--- src/rtl/core/lps_pkg.sv ---
// Shared types, codes and constant pose tables for the legged pose sequencer.
// Depends on nothing; every other file imports it.
`default_nettype none

package lps_pkg;

    localparam int NUM_JOINTS      = 12;
    localparam int JOINT_W         = 4;
    localparam int ANGLE_FRAC_BITS = 12;
    localparam int PROGRESS_W      = 16;
    localparam int GAIN_W          = 16;
    localparam int STEP_W          = 17;
    localparam int CFG_IDX_W       = 3;
    localparam int CFG_DATA_W      = 17;
    localparam int CMD_W           = 3;
    localparam int MODE_W          = 3;
    localparam int KEY_W           = 16;

    // Commands
    localparam logic [CMD_W-1:0] CMD_TICK     = 3'd0;
    localparam logic [CMD_W-1:0] CMD_KEY      = 3'd1;
    localparam logic [CMD_W-1:0] CMD_FEEDBACK = 3'd2;
    localparam logic [CMD_W-1:0] CMD_TARGET   = 3'd3;
    localparam logic [CMD_W-1:0] CMD_SHUT_OFF = 3'd4;

    // Modes
    localparam logic [MODE_W-1:0] MODE_OFF      = 3'd0;
    localparam logic [MODE_W-1:0] MODE_PRONE    = 3'd1;
    localparam logic [MODE_W-1:0] MODE_STANDING = 3'd2;
    localparam logic [MODE_W-1:0] MODE_STAND    = 3'd3;
    localparam logic [MODE_W-1:0] MODE_WALKING  = 3'd4;
    localparam logic [MODE_W-1:0] MODE_PRONING  = 3'd5;
    localparam logic [MODE_W-1:0] MODE_RECOVERY = 3'd6;

    // Register indexes
    localparam logic [CFG_IDX_W-1:0] REG_STAND_GAIN    = 3'd0;
    localparam logic [CFG_IDX_W-1:0] REG_WALKING_GAIN  = 3'd1;
    localparam logic [CFG_IDX_W-1:0] REG_PRONING_GAIN  = 3'd2;
    localparam logic [CFG_IDX_W-1:0] REG_PRONE_GAIN    = 3'd3;
    localparam logic [CFG_IDX_W-1:0] REG_DAMPING_GAIN  = 3'd4;
    localparam logic [CFG_IDX_W-1:0] REG_STANDING_STEP = 3'd5;
    localparam logic [CFG_IDX_W-1:0] REG_PRONING_STEP  = 3'd6;

    localparam logic [GAIN_W-1:0] STAND_GAIN_RST    = 16'd25600;
    localparam logic [GAIN_W-1:0] WALKING_GAIN_RST  = 16'd6400;
    localparam logic [GAIN_W-1:0] PRONING_GAIN_RST  = 16'd6400;
    localparam logic [GAIN_W-1:0] PRONE_GAIN_RST    = 16'd1280;
    localparam logic [GAIN_W-1:0] DAMPING_GAIN_RST  = 16'd256;
    localparam logic [STEP_W-1:0] STANDING_STEP_RST = 17'd328;
    localparam logic [STEP_W-1:0] PRONING_STEP_RST  = 17'd328;

    localparam logic [KEY_W-1:0] KEY_SPACE     = 16'd32;
    localparam logic [KEY_W-1:0] KEY_PAD_START = 16'd4;

    // ceil(2^17 / 3): exact floor division by three for 17-bit numerators
    localparam logic [15:0] DIV3_RECIP = 16'd43691;
    localparam int          DIV3_SHIFT = 17;

    typedef logic signed [15:0] angle_t;
    typedef angle_t pose_t [NUM_JOINTS];

    // Hundredths of a radian to Q(15-F).F, halves away from zero, saturated.
    function automatic angle_t angle_of(input int cs);
        int mag;
        int v;
        mag = (cs < 0) ? -cs : cs;
        v = (mag * (1 << ANGLE_FRAC_BITS) + 50) / 100;
        if (cs < 0) v = -v;
        if (v > 32767) v = 32767;
        if (v < -32768) v = -32768;
        return angle_t'(v);
    endfunction

    localparam pose_t PRONE_POSE = '{
        angle_of(-35), angle_of(136), angle_of(-265), angle_of(35), angle_of(136),
        angle_of(-265), angle_of(-35), angle_of(136), angle_of(-265), angle_of(35),
        angle_of(136), angle_of(-265)};
    localparam pose_t STAND_POSE = '{
        angle_of(-10), angle_of(80), angle_of(-150), angle_of(10), angle_of(80),
        angle_of(-150), angle_of(-10), angle_of(100), angle_of(-150), angle_of(10),
        angle_of(100), angle_of(-150)};
    localparam pose_t RESCUE_POSE = '{
        angle_of(-30), angle_of(100), angle_of(-185), angle_of(30), angle_of(100),
        angle_of(-185), angle_of(-30), angle_of(123), angle_of(-215), angle_of(30),
        angle_of(123), angle_of(-215)};
    localparam pose_t LO_LIM = '{
        angle_of(-104), angle_of(-52), angle_of(-272), angle_of(-104), angle_of(-52),
        angle_of(-272), angle_of(-104), angle_of(-52), angle_of(-272), angle_of(-104),
        angle_of(-52), angle_of(-272)};
    localparam pose_t HI_LIM = '{
        angle_of(104), angle_of(453), angle_of(-83), angle_of(104), angle_of(453),
        angle_of(-83), angle_of(104), angle_of(453), angle_of(-83), angle_of(104),
        angle_of(453), angle_of(-83)};

    typedef struct packed {
        logic [CMD_W-1:0]   command;
        logic [KEY_W-1:0]   key_code;
        logic               from_controller;
        logic [JOINT_W-1:0] joint_number;
        angle_t             joint_angle;
    } in_item_t;

    typedef struct packed {
        logic [JOINT_W-1:0] out_joint;
        angle_t             position;
        logic [GAIN_W-1:0]  stiffness;
        logic [GAIN_W-1:0]  damping;
        logic               motor_off;
        logic [MODE_W-1:0]  robot_mode;
        logic               last_joint;
    } out_item_t;

    // Controller to datapath
    typedef struct packed {
        logic               key_evt;
        logic               meas_wr;
        logic               tgt_wr;
        logic               tick_adv;
        logic               shut;
        logic               issue;
        logic [JOINT_W-1:0] joint;
        logic               last;
    } ctrl_cmd_t;

    // Datapath to controller
    typedef struct packed {
        logic pipe_ready;
    } dp_status_t;

endpackage

`default_nettype wire

--- src/rtl/core/lps_ctrl.sv ---
// Controller: accepts input beats, decodes commands, sequences the twelve
// joint issues of a tick or shut-off. Depends on lps_pkg.
`default_nettype none

module lps_ctrl (
    input  wire logic                      aclk,
    input  wire logic                      aresetn,
    input  wire logic                      s_valid,
    output logic                           s_ready,
    input  wire logic [lps_pkg::CMD_W-1:0] command,
    input  wire lps_pkg::dp_status_t       status,
    output lps_pkg::ctrl_cmd_t             cmd
);
    import lps_pkg::*;

    localparam logic ST_IDLE = 1'b0;
    localparam logic ST_EMIT = 1'b1;

    logic               state_reg, state_next;
    logic [JOINT_W-1:0] cnt_reg, cnt_next;
    logic               accept;
    logic               is_last;

    always_comb begin
        s_ready = (state_reg == ST_IDLE);
        accept  = s_valid && s_ready;
        is_last = (cnt_reg == JOINT_W'(NUM_JOINTS - 1));

        cmd          = '0;
        cmd.joint    = cnt_reg;
        cmd.last     = is_last;
        cmd.issue    = (state_reg == ST_EMIT) && status.pipe_ready;

        state_next = state_reg;
        cnt_next   = cnt_reg;

        if (accept) begin
            unique case (command)
                CMD_TICK: begin
                    cmd.tick_adv = 1'b1;
                    state_next   = ST_EMIT;
                    cnt_next     = '0;
                end
                CMD_KEY:      cmd.key_evt = 1'b1;
                CMD_FEEDBACK: cmd.meas_wr = 1'b1;
                CMD_TARGET:   cmd.tgt_wr  = 1'b1;
                CMD_SHUT_OFF: begin
                    cmd.shut   = 1'b1;
                    state_next = ST_EMIT;
                    cnt_next   = '0;
                end
                default: ;
            endcase
        end

        // advance one joint per issue, back to idle after the last one
        if (cmd.issue) begin
            if (is_last) begin
                state_next = ST_IDLE;
            end else begin
                cnt_next = cnt_reg + JOINT_W'(1);
            end
        end
    end

    always_ff @(posedge aclk) begin
        if (!aresetn) begin
            state_reg <= ST_IDLE;
            cnt_reg   <= '0;
        end else begin
            state_reg <= state_next;
            cnt_reg   <= cnt_next;
        end
    end

endmodule

`default_nettype wire

--- src/rtl/core/lps_datapath.sv ---
// Datapath: configuration registers, mode and progress state, pose stores and
// the two-step joint command pipeline. Depends on lps_pkg.
`default_nettype none

module lps_datapath (
    input  wire logic                           aclk,
    input  wire logic                           aresetn,
    input  wire logic                           cfg_wr_en,
    input  wire logic [lps_pkg::CFG_IDX_W-1:0]  cfg_index,
    input  wire logic [lps_pkg::CFG_DATA_W-1:0] cfg_wdata,
    input  wire lps_pkg::in_item_t              s_data,
    input  wire lps_pkg::ctrl_cmd_t             cmd,
    input  wire logic                           out_free,
    output lps_pkg::dp_status_t                 status,
    output logic                                res_valid,
    output lps_pkg::out_item_t                  res_data
);
    import lps_pkg::*;

    // configuration
    logic [GAIN_W-1:0] stand_gain_reg, walking_gain_reg, proning_gain_reg;
    logic [GAIN_W-1:0] prone_gain_reg, damping_gain_reg;
    logic [STEP_W-1:0] standing_step_reg, proning_step_reg;

    // sequencer state
    logic [MODE_W-1:0]     mode_reg, mode_next;
    logic [PROGRESS_W-1:0] progress_reg, progress_next;
    pose_t                 measured_reg, target_reg, start_reg;
    logic                  change_mode;

    // mode transition logic
    logic                  go;
    logic [STEP_W-1:0]     step;
    logic [PROGRESS_W+1:0] psum;
    logic                  blending;

    // issue stage
    angle_t            goal, cur_start;
    logic signed [16:0] diff;
    logic [16:0]       mag;
    logic [32:0]       prod;
    logic [32:0]       k3_prod;
    angle_t            fixed_pos;
    logic [GAIN_W-1:0] kp;

    // stage 1 registers
    logic                  s1_valid_reg, s1_valid_next;
    logic [32:0]           s1_prod_reg;
    logic                  s1_neg_reg, s1_blend_reg, s1_off_reg, s1_last_reg;
    angle_t                s1_start_reg, s1_fixed_reg;
    logic [GAIN_W-1:0]     s1_kp_reg, s1_kd_reg;
    logic [MODE_W-1:0]     s1_mode_reg;
    logic [JOINT_W-1:0]    s1_joint_reg;

    // result stage
    logic [33:0]        rsum;
    logic [16:0]        r;
    logic signed [17:0] blend_w;
    angle_t             pos_sel, pos_out;

    // ---------------------------------------------------------------- modes
    always_comb begin
        go = s_data.from_controller ? (s_data.key_code == KEY_PAD_START)
                                    : (s_data.key_code == KEY_SPACE);
        blending = (mode_reg == MODE_STANDING) || (mode_reg == MODE_PRONING);
        step = (mode_reg == MODE_STANDING) ? standing_step_reg : proning_step_reg;
        if (step == '0) step = STEP_W'(1);
        psum = (PROGRESS_W + 2)'(progress_reg) + (PROGRESS_W + 2)'(step);

        mode_next     = mode_reg;
        progress_next = progress_reg;
        change_mode   = 1'b0;

        if (cmd.key_evt && (s_data.key_code != '0)) begin
            change_mode = 1'b1;
            unique case (mode_reg)
                MODE_OFF:      if (go) mode_next = MODE_PRONE; else change_mode = 1'b0;
                MODE_PRONE:    if (go) mode_next = MODE_STANDING; else change_mode = 1'b0;
                MODE_STANDING: if (!go) mode_next = MODE_PRONING; else change_mode = 1'b0;
                MODE_STAND:    mode_next = go ? MODE_WALKING : MODE_PRONING;
                MODE_WALKING:  mode_next = go ? MODE_STAND : MODE_RECOVERY;
                MODE_RECOVERY: mode_next = go ? MODE_STANDING : MODE_PRONING;
                default:       change_mode = 1'b0;
            endcase
            if (change_mode &&
                ((mode_next == MODE_STANDING) || (mode_next == MODE_PRONING))) begin
                progress_next = '0;
            end
        end else if (cmd.tick_adv && blending) begin
            if (psum[PROGRESS_W+1:PROGRESS_W] != 2'b00) begin
                // progress reached one: land in the goal mode
                change_mode   = 1'b1;
                mode_next     = (mode_reg == MODE_STANDING) ? MODE_STAND : MODE_PRONE;
                progress_next = '0;
            end else begin
                progress_next = psum[PROGRESS_W-1:0];
            end
        end else if (cmd.shut) begin
            change_mode = 1'b1;
            mode_next   = MODE_OFF;
        end
    end

    always_ff @(posedge aclk) begin
        if (!aresetn) begin
            stand_gain_reg    <= STAND_GAIN_RST;
            walking_gain_reg  <= WALKING_GAIN_RST;
            proning_gain_reg  <= PRONING_GAIN_RST;
            prone_gain_reg    <= PRONE_GAIN_RST;
            damping_gain_reg  <= DAMPING_GAIN_RST;
            standing_step_reg <= STANDING_STEP_RST;
            proning_step_reg  <= PRONING_STEP_RST;
            mode_reg          <= MODE_OFF;
            progress_reg      <= '0;
            measured_reg      <= PRONE_POSE;
            start_reg         <= PRONE_POSE;
            target_reg        <= STAND_POSE;
            s1_valid_reg      <= 1'b0;
        end else begin
            if (cfg_wr_en) begin
                unique case (cfg_index)
                    REG_STAND_GAIN:    stand_gain_reg    <= cfg_wdata[GAIN_W-1:0];
                    REG_WALKING_GAIN:  walking_gain_reg  <= cfg_wdata[GAIN_W-1:0];
                    REG_PRONING_GAIN:  proning_gain_reg  <= cfg_wdata[GAIN_W-1:0];
                    REG_PRONE_GAIN:    prone_gain_reg    <= cfg_wdata[GAIN_W-1:0];
                    REG_DAMPING_GAIN:  damping_gain_reg  <= cfg_wdata[GAIN_W-1:0];
                    REG_STANDING_STEP: standing_step_reg <= cfg_wdata[STEP_W-1:0];
                    REG_PRONING_STEP:  proning_step_reg  <= cfg_wdata[STEP_W-1:0];
                    default: ;
                endcase
            end
            mode_reg     <= mode_next;
            progress_reg <= progress_next;
            if (change_mode) start_reg <= measured_reg;
            if (cmd.meas_wr && (s_data.joint_number < JOINT_W'(NUM_JOINTS))) begin
                measured_reg[s_data.joint_number] <= s_data.joint_angle;
            end
            if (cmd.tgt_wr && (s_data.joint_number < JOINT_W'(NUM_JOINTS))) begin
                target_reg[s_data.joint_number] <= s_data.joint_angle;
            end
            s1_valid_reg <= s1_valid_next;
        end
    end

    // ---------------------------------------------------------- issue stage
    always_comb begin
        cur_start = start_reg[cmd.joint];
        goal = (mode_reg == MODE_STANDING) ? STAND_POSE[cmd.joint] : PRONE_POSE[cmd.joint];
        diff = 17'(goal) - 17'(cur_start);
        mag  = diff[16] ? 17'(-diff) : 17'(diff);
        prod = 33'(mag) * 33'(progress_reg);
        // back joints while proning: round(2g/3) as floor((2g+1)/3)
        k3_prod = 33'({proning_gain_reg, 1'b1}) * 33'(DIV3_RECIP);

        case (mode_reg)
            MODE_PRONE:    fixed_pos = PRONE_POSE[cmd.joint];
            MODE_STAND:    fixed_pos = STAND_POSE[cmd.joint];
            MODE_WALKING:  fixed_pos = target_reg[cmd.joint];
            MODE_RECOVERY: fixed_pos = RESCUE_POSE[cmd.joint];
            default:       fixed_pos = '0;
        endcase

        case (mode_reg) inside
            MODE_PRONE:                              kp = prone_gain_reg;
            MODE_STANDING, MODE_STAND, MODE_RECOVERY: kp = stand_gain_reg;
            MODE_WALKING:                            kp = walking_gain_reg;
            MODE_PRONING: begin
                if (cmd.joint < JOINT_W'(NUM_JOINTS / 2)) kp = proning_gain_reg;
                else kp = k3_prod[DIV3_SHIFT +: GAIN_W];
            end
            default:                                 kp = '0;
        endcase

        status.pipe_ready = !s1_valid_reg || out_free;
        s1_valid_next = cmd.issue ? 1'b1 : ((s1_valid_reg && out_free) ? 1'b0 : s1_valid_reg);
    end

    always_ff @(posedge aclk) begin
        if (cmd.issue) begin
            s1_prod_reg  <= prod;
            s1_neg_reg   <= diff[16];
            s1_start_reg <= cur_start;
            s1_fixed_reg <= fixed_pos;
            s1_blend_reg <= blending;
            s1_kp_reg    <= kp;
            s1_kd_reg    <= (mode_reg == MODE_OFF) ? '0 : damping_gain_reg;
            s1_off_reg   <= (mode_reg == MODE_OFF);
            s1_mode_reg  <= mode_reg;
            s1_joint_reg <= cmd.joint;
            s1_last_reg  <= cmd.last;
        end
    end

    // --------------------------------------------------------- result stage
    always_comb begin
        rsum    = 34'(s1_prod_reg) + 34'(32768);
        r       = rsum[32:16];
        blend_w = 18'(s1_start_reg) + (s1_neg_reg ? -$signed({1'b0, r}) : $signed({1'b0, r}));
        pos_sel = s1_blend_reg ? angle_t'(blend_w[15:0]) : s1_fixed_reg;
        if (s1_off_reg) begin
            pos_out = '0;
        end else if (pos_sel < LO_LIM[s1_joint_reg]) begin
            pos_out = LO_LIM[s1_joint_reg];
        end else if (pos_sel > HI_LIM[s1_joint_reg]) begin
            pos_out = HI_LIM[s1_joint_reg];
        end else begin
            pos_out = pos_sel;
        end

        res_valid           = s1_valid_reg;
        res_data.out_joint  = s1_joint_reg;
        res_data.position   = pos_out;
        res_data.stiffness  = s1_kp_reg;
        res_data.damping    = s1_kd_reg;
        res_data.motor_off  = s1_off_reg;
        res_data.robot_mode = s1_mode_reg;
        res_data.last_joint = s1_last_reg;
    end

endmodule

`default_nettype wire

--- src/rtl/core/legged_pose_mode_sequencer.sv ---
// The first command beat of a tick goes through the stage 1 and output registers.
// A tick or shut-off holds the input until its twelve joint issues are done, which output
//   backpressure can stall; key, feedback and target beats do not hold the input.
// The controller's joint issue loop issues one joint per cycle while the pipeline is ready.
// Reset (aresetn low, synchronous): mode off, progress zero, poses and registers to defaults.
// Top level: ties the controller and datapath together and holds the output register.
`default_nettype none

module legged_pose_mode_sequencer (
    input  wire logic                           aclk,
    input  wire logic                           aresetn,
    input  wire logic                           cfg_wr_en,
    input  wire logic [lps_pkg::CFG_IDX_W-1:0]  cfg_index,
    input  wire logic [lps_pkg::CFG_DATA_W-1:0] cfg_wdata,
    input  wire logic                           s_valid,
    output logic                                s_ready,
    input  wire lps_pkg::in_item_t              s_data,
    output logic                                m_valid,
    input  wire logic                           m_ready,
    output lps_pkg::out_item_t                  m_data
);
    import lps_pkg::*;

    ctrl_cmd_t  cmd;
    dp_status_t status;
    logic       res_valid;
    out_item_t  res_data;

    logic       m_valid_reg, m_valid_next;
    out_item_t  m_data_reg;
    logic       out_free;
    logic       load;

    // Controller: owns the input handshake and walks the joints of a tick.
    lps_ctrl u_ctrl (
        .aclk    (aclk),
        .aresetn (aresetn),
        .s_valid (s_valid),
        .s_ready (s_ready),
        .command (s_data.command),
        .status  (status),
        .cmd     (cmd)
    );

    // Datapath: state updates on accepted beats, per-joint command pipeline.
    lps_datapath u_dp (
        .aclk      (aclk),
        .aresetn   (aresetn),
        .cfg_wr_en (cfg_wr_en),
        .cfg_index (cfg_index),
        .cfg_wdata (cfg_wdata),
        .s_data    (s_data),
        .cmd       (cmd),
        .out_free  (out_free),
        .status    (status),
        .res_valid (res_valid),
        .res_data  (res_data)
    );

    // Output register: take a new beat when empty or when the current one leaves.
    always_comb begin
        out_free     = !m_valid_reg || m_ready;
        load         = res_valid && out_free;
        m_valid_next = load ? 1'b1 : (m_ready ? 1'b0 : m_valid_reg);
        m_valid      = m_valid_reg;
        m_data       = m_data_reg;
    end

    always_ff @(posedge aclk) begin
        if (!aresetn) begin
            m_valid_reg <= 1'b0;
        end else begin
            m_valid_reg <= m_valid_next;
        end
    end

    // hold the payload until the beat is taken
    always_ff @(posedge aclk) begin
        if (load) begin
            m_data_reg <= res_data;
        end
    end

endmodule

`default_nettype wire

--- config.mk ---
export PLATFORM = sky130hd
export DESIGN_NAME = legged_pose_mode_sequencer
export DESIGN_NICKNAME = d
export VERILOG_FILES = /design/src/rtl/core/lps_pkg.sv /design/src/rtl/core/lps_ctrl.sv /design/src/rtl/core/lps_datapath.sv /design/src/rtl/core/legged_pose_mode_sequencer.sv
export SDC_FILE = /design/constraint.sdc
export NUM_CORES = 2
export LEC_CHECK = 0
export BUFFER_PORTS_ARGS = -buffer_cell sky130_fd_sc_hd__buf_2
export CORE_MARGIN = 8
export CORE_UTILIZATION = 64
export DETAILED_ROUTE_END_ITERATION = 8
export PLACE_DENSITY = 0.81
export SLEW_MARGIN = 20
export SYNTH_ARGS = -nofsm -noshare
export SYNTH_HDL_FRONTEND = slang
export SYNTH_HIERARCHICAL = 1
export SYNTH_SLANG_ARGS = --single-unit
--- constraint.sdc ---
create_clock -name aclk -period 13.5 [get_ports aclk]
set_clock_uncertainty 0.15 [all_clocks]
set_input_delay 1.35 -clock aclk [delete_from_list [all_inputs] [get_ports aclk]]
set_output_delay 1.35 -clock aclk [all_outputs]
set_load 0.02 [all_outputs]
# Word-level counts from Yosys, hierarchy flattened
# Memory sizes are Yosys's and may differ from the RTL's.
# Cells that the tools add are included.
totals:
  wordCells: 232
  inputBits: 65
  regBits: 880
  rom_bits: 1280
  out_inout_bits: 59
  memories: 5
memory_table:
  columns: ["memory", "words", "word_bits", "read_ports", "rd_clocked_by_memory_dff", "write_ports", "line", "text"]
  rows:
  - ["(name not given)", 16, 16, 1, 0, 0, "lps_datapath.sv:204", "end else if (pos_sel > HI_LIM[s1_joint_reg]) begin"]
  - ["(name not given)", 16, 16, 1, 0, 0, "lps_datapath.sv:202", "end else if (pos_sel < LO_LIM[s1_joint_reg]) begin"]
  - ["(name not given)", 16, 16, 1, 0, 0, "lps_datapath.sv:148", "goal = (mode_reg == MODE_STANDING) ? STAND_POSE[cmd.joint] : PRONE_POSE[cmd.joint];"]
  - ["(name not given)", 16, 16, 1, 0, 0, "lps_datapath.sv:148", null]
  - ["(name not given)", 16, 16, 1, 0, 0, "lps_datapath.sv:159", "MODE_RECOVERY: fixed_pos = RESCUE_POSE[cmd.joint];"]
op_classes:
  muxes: 78
  n_mul: 2
  magnitude_cmp: 8
  n_reduce_logical: 38
  addsub: 7
  bitwise_logic: 4
  eq_ne: 23
op_table:
  columns: ["cell", "n"]
  rows:
  - ["16-bit 2-to-1 mux", 29]
  - ["192-bit bitwise mux", 2]
  - ["16-bit binary-select mux with 4-bit select", 2]
  - ["16-bit demux with 4-bit select", 1]
  - ["16-bit one-hot mux with 4 select lines", 1]
  - ["17-bit 2-to-1 mux", 3]
  - ["17-bit by 16-bit multiplier with 33-bit output (second input constant)", 1]
  - ["32-bit by 16-bit adder with 32-bit output (second input constant)", 1]
  - ["17-bit by 16-bit multiplier with 32-bit output", 1]
  - ["3-bit 2-to-1 mux", 10]
  - ["3-bit == test (second input constant)", 8]
  - ["1-bit 2-to-1 mux", 22]
  - ["3-bit by 2-bit == test with 1-bit output (second input constant)", 7]
  - ["16-bit by 17-bit adder with 18-bit output", 1]
  - ["3-bit one-hot mux with 6 select lines", 1]
  - ["2-bit AND reduction", 9]
  - ["17-bit zero test", 1]
  - ["17-bit negator", 1]
  - ["16-bit by 16-bit subtractor with 17-bit output", 1]
  - ["16-bit adder", 1]
  - ["16-bit by 3-bit == test with 1-bit output (second input constant)", 1]
  - ["16-bit by 6-bit == test with 1-bit output (second input constant)", 1]
  - ["16-bit greater-than comparator", 1]
  - ["16-bit less-than comparator", 1]
  - ["25 further kinds", 53]

# Depth between registers and ports, before layout
logic_depth:
  ltp_word: 10
  depth_mapped: 46
  ltp_nobuf: 42

# Hierarchy
# Netlist, hierarchy kept.
modules_own_cells:
  columns: ["mod", "instances", "area_per_inst_um2", "seq_area_each_um2", "cells_per_inst"]
  rows:
  - ["lps_datapath", 1, 51275.4, 16976.3, 5780]
  - ["legged_pose_mode_sequencer", 1, 1769.2, 1731.7, 62]
  - ["lps_ctrl", 1, 337.8, 100.1, 39]

# Least setup slack after synthesis
# No wires, ideal clock.
synth_timing:
  kind: "register to register"
  from: "register u_ctrl.cnt_reg[0]"
  to: "register u_dp.s1_prod_reg[31], data pin"
  stages_incl_launch_ff: 42
  t_arrival_ns: 10.937
  setup_ns: 0.260
  path_slack_ns: 2.154
  required_ns: 13.090
  synth_period_minus_slack_ns: 11.346
  path_cell_list: "dfxtp_1 > clkbuf_1 > buf_2 > buf_1 > buf_1 > mux4_2 > inv_1 > o22ai_1 > ha_1 > inv_1 > fa_1 > a211oi_1 > o21bai_1 > a2111oi_1 > o31ai_1 > xor2_1 > or3_1 > nor3_1 > [... 6 more ...] > inv_1 > fa_1 > fa_1 > fa_1 > inv_1 > fa_1 > inv_1 > ha_1 > a21o_1 > a21o_1 > a21o_1 > a21oi_1 > o31ai_1 > or3_1 > or3_1 > a41o_1 > o31a_1 > xnor2_1"
synth_via:
  word_cells_on_any_way: 15
  classes_between: "2 x add/sub; 1 x mul; 9 x mux; 1 x bitwise; 2 x memory"
synth_rtl:
  columns: ["item", "line", "text"]
  rows:
  - ["start: declaration", "lps_ctrl.sv:20", "logic [JOINT_W-1:0] cnt_reg, cnt_next;"]
  - ["start signal: assignment", "lps_ctrl.sv:72", "cnt_reg <= cnt_next;"]
  - ["4-bit inverter with 5-bit output (not written as such) *", "lps_datapath.sv:147", "cur_start = start_reg[cmd.joint];"]
  - ["16-bit binary-select mux with 4-bit select *", "lps_datapath.sv:147", null]
  - ["16-bit 2-to-1 mux (not written as such) * (2 in series)", "lps_datapath.sv:147", null]
  - ["named net u_dp.cur_start[0]", "lps_datapath.sv:38", "angle_t goal, cur_start;"]
  - ["16-bit by 16-bit subtractor with 17-bit output *", "lps_datapath.sv:149", "diff = 17'(goal) - 17'(cur_start);"]
  - ["17-bit negator", "lps_datapath.sv:150", "mag = diff[16] ? 17'(-diff) : 17'(diff);"]
  - ["17-bit 2-to-1 mux *", "lps_datapath.sv:150", null]
  - ["17-bit by 16-bit multiplier with 32-bit output *", "lps_datapath.sv:151", "prod = 33'(mag) * 33'(progress_reg);"]
  - ["named net u_dp.prod[31]", "lps_datapath.sv:41", "logic [32:0] prod;"]
  - ["end signal: assignment", "lps_datapath.sv:180", "s1_prod_reg <= prod;"]
  - ["end: declaration", "lps_datapath.sv:48", "logic [32:0] s1_prod_reg;"]
# The timed path passes the listed nets; every way through them passes the cells marked *. The select of a mux whose other input is x is not followed.
# A chain may end at the register's enable or synchronous reset.

# Worst setup path after layout
layout_timing:
  from: "register u_ctrl.cnt_reg[1]"
  to: "register u_dp.s1_prod_reg[31], data pin"
layout_via:
  elab_chain_len: 9
  word_cells_on_any_way: 15
  classes_between: "2 x add/sub; 1 x mul; 9 x mux; 1 x bitwise; 2 x memory"
layout_rtl:
  columns: ["item", "line"]
  rows:
  - ["4-bit inverter with 5-bit output (not written as such) *", "lps_datapath.sv:147, lps_datapath.sv:148"]
  - ["memory read 16 x 16 bit", null]
  - ["16-bit 2-to-1 mux (not written as such) (2 in series)", "lps_datapath.sv:148"]
  - ["16-bit 2-to-1 mux", "lps_datapath.sv:148"]
  - ["16-bit by 16-bit subtractor with 17-bit output *", "lps_datapath.sv:149"]
  - ["17-bit negator", "lps_datapath.sv:150"]
  - ["17-bit 2-to-1 mux *", "lps_datapath.sv:150"]
  - ["17-bit by 16-bit multiplier with 32-bit output *", "lps_datapath.sv:151"]
  - ["named net u_dp.prod[31]", "lps_datapath.sv:41"]
# Marks and branches as above.

==> results by group <==
STA
  • Fin. Hold Viols: 0
  • Tmin final: between 10 and 15 ns
  • Least-Margin Pin Slew: 1.15 ns
  • Peak Freq: a little under 0.09 GHz
  • Finish-stage setup viols: 0
  • Setup TNS: 0 ns
  • Crit share post-route: 0.852
  • Setup repair after global routing missed its margin: no
  • Max transition margin: 0.231
  • Max-slew violations: 0

Clocking
  • Inserted Clock Buffers: 89
  • Post-CTS sizing: 0
  • Clock sink count: 865
  • CTS clk-pin slew, worst paths: 0.06 ns
  • CTS tree: done
  • CTS root buf: clkbuf_16
  • Worst-skew pair later-pin latency: around 0.66 ns
  • CTS Hold Bufs: 0
  • Htree depth: 3
  • Max clock buf depth: 3
  • Setup repair bufs after CTS: 0

Synthesis
  • Synth Cell Area: 53400 um2
  • Most frequent cell after synthesis: nand2_1
  • Top_reg_cell synth: dfxtp_1
  • Top cells by area, synth: dfxtp_1, fa_1, nand2_1
  • Register area share after synthesis: 0.352
  • Main combinational cell family by area after synthesis: simple AND/OR/NAND/NOR gates
  • Synth Area in Compound Gates: 0.116
  • Mux share of post-synthesis cell area: 0.0843
  • Distinct cells, synth: slightly above 90
  • Asr flop ratio synth: 0
  • Post-synth top area cell: dfxtp_1
  • Post-Synth Adder-Cell Area: 0.184
  • Simple-Gate Fraction of Synth Area: 0.185
  • Number of synthesized register bits: 865
  • Number of synthesized flops with an enable pin: 149
  • Cells after synthesis: slightly below 6000
  • Syn nets: about 6600
  • Post-Synth XOR/XNOR Area: 0.0188
  • Syn avg cell area: around 9.1 um2
  • Post-synth top cells: nand2_1, dfxtp_1, inv_1, a21boi_0, ha_1
  • Synth top area share: 0.269
  • Synthesis Warnings: 6

Drt
  • DR vias: 41700
  • Routed wire per std cell: about 20 um
  • DRC viols: 0
  • Drt via density: 6.00
  • Iter 0 DRT Violations: roughly 3700
  • Post-route antenna net violation count: 0
  • Final wirelength: approximately 140000 um
  • DR pass1 iterations: 7

GRT
  • Total grt overflow: 0
  • Vias in the first global route: 40800
  • First-pass GRT wire length: roughly 220000 um
  • GRT Total Usage: 0.293
  • Largest net degree at the start of global routing: 286
  • Initial antenna violation count: 9

Power and ir drop
  • Sequential share of power: 0.422
  • Switching portion of total power: 0.300
  • Power density over cell area: 110 nW/um2
  • Int Pwr: 4.44 mW
  • VDD IR-drop max: 0.120 mV
  • Sw Pwr: 1.90 mW
  • Clock Power Share: 0.382
  • P_leak: 24.9 nW
  • Comb pwr share: 0.196

Floorplan
  • Die Ht: 305 um
  • Die W: 305 um
  • IO Count: 124
  • Row count: about 110
  • Core Footprint: 83200 um2
  • Die ar.: 92900 um2
  • Initial core utilization: 0.642

Setup path
  • CP required: 13.74 ns
  • CP peak stage delay: 0.85 ns
  • CP Capture Type: flop
  • Most frequent CP cell: fa_1
  • CP Max Fanout: 60
  • CP arrival: approximately 12 ns
  • R2R Setup Slk: roughly 2 ns
  • Critical path class: flop to flop
  • Startpoint Class: flop
  • CP max-delay cell: dfxtp_4

Final layout
  • Fraction of layout cells with a size suffix above 1: 0.0804
  • Post-Layout Cell Count: 6957
  • Nets: 6473
  • P&R area growth vs syn: 7.47%
  • Fill cells: 6319

Placement
  • RePlAce Congestion: 0.923
  • # port buffers: 123
  • Inst Count DP: roughly 6800
  • Dpl hpwl: 96700 um

Worst hold path
  • Worst Hold Class: flop to flop

Flow run
  • Max cap viols: 0

Status
  • Status: finished clean
-- logic make-up after synthesis --
kind of cell | Yosys count
AOI/OAI and AO/OA | 867
xor gates and xnor gates | 114
adders and majority gates | 605
buffers and inverters | 816
DFF | 865
muxes | 377
and+or+nand+nor | 2237
-- layout by cell type, fill, tap and decap left out, types with 149 or more instances in the layout --
| cell | count |
|---|---|
| nand3_1 | 234 |
| edfxtp_1 | 149 |
| fa_1 | 298 |
| dfxtp_1 | 711 |
| ha_1 | 307 |
| inv_1 | 462 |
| mux2i_1 | 293 |
| nor2_1 | 151 |
| a21boi_0 | 323 |
| nand2_1 | 1389 |
-- worst max-delay path, delay by kind of cell (launching register included) --
family / cells / cell delay (ns)
xor gates and xnor gates: 3 / 0.45
buffers and inverters: 6 / 0.67
adders and majority gates: 10 / 4.36
and+or+nand+nor: 7 / 1.68
AOI/OAI and AO/OA: 15 / 3.10
DFF: 1 / 0.85
-- layer usage --
metal / global-route usage / wire [um] / part of all wire
met5: 0 / 13 / 0.000092
met4: 0.130 / 6330 / 0.045
met2: 0.477 / 65700 / 0.47
met1: 0.386 / 57400 / 0.41
met3: 0.0488 / 11400 / 0.081
-- layout make-up --
cell class                      instances  area [um2]  share of cell area
Multi-Input combinational cell       4200       31500               0.548
Sequential cell                       865       18800               0.328
Tap cell                             1080        1350              0.0236
Inverter                              464        1740              0.0304
Clock inverter                         32         320             0.00558
Timing Repair Buffer                  183        1100              0.0192
Clock buffer                          125        2560              0.0446
Antenna cell                            8        20.0            0.000349
-- final timing paths --
check	from	end	cells after the start
setup / recovery	u_ctrl/cnt_reg[1]$_SDFF_PN0_	u_dp/s1_prod_reg[31]$_DFFE_PP_	41
hold / removal	u_dp/s1_kp_reg[10]$_DFFE_PP_	m_data[31]$_DFFE_PP_	0
setup reg to reg	u_ctrl/cnt_reg[1]$_SDFF_PN0_	u_dp/s1_prod_reg[31]$_DFFE_PP_	41
hold reg to reg	u_dp/s1_kp_reg[10]$_DFFE_PP_	m_data[31]$_DFFE_PP_	0
-- power groups by stage --
stage	sequential (mW)	combinational, mW	clock [mW]
finish	2.67	1.24	2.42
global route	2.68	1.33	2.56
CTS	2.67	1.21	2.45
detailed placement	2.73	1.20	0
global placement	2.73	1.18	0
floorplan	2.72	0.810	0
-- through the flow --
stage	util	hold slack (ns)	power [mW]	setup WS, ns	instance area (um2)
finish	0.690	0.251	6.34	2.00	57400
global route	0.690	0.250	6.57	1.40	57400
detailed placement	0.655	0.255	3.93	1.96	54500
floorplan	-	0.250	3.53	2.15	53400
CTS	0.690	0.252	6.34	2.02	57300
global placement	0.655	0.251	3.91	2.15	54500
Power figures use the tool's default switching activity.
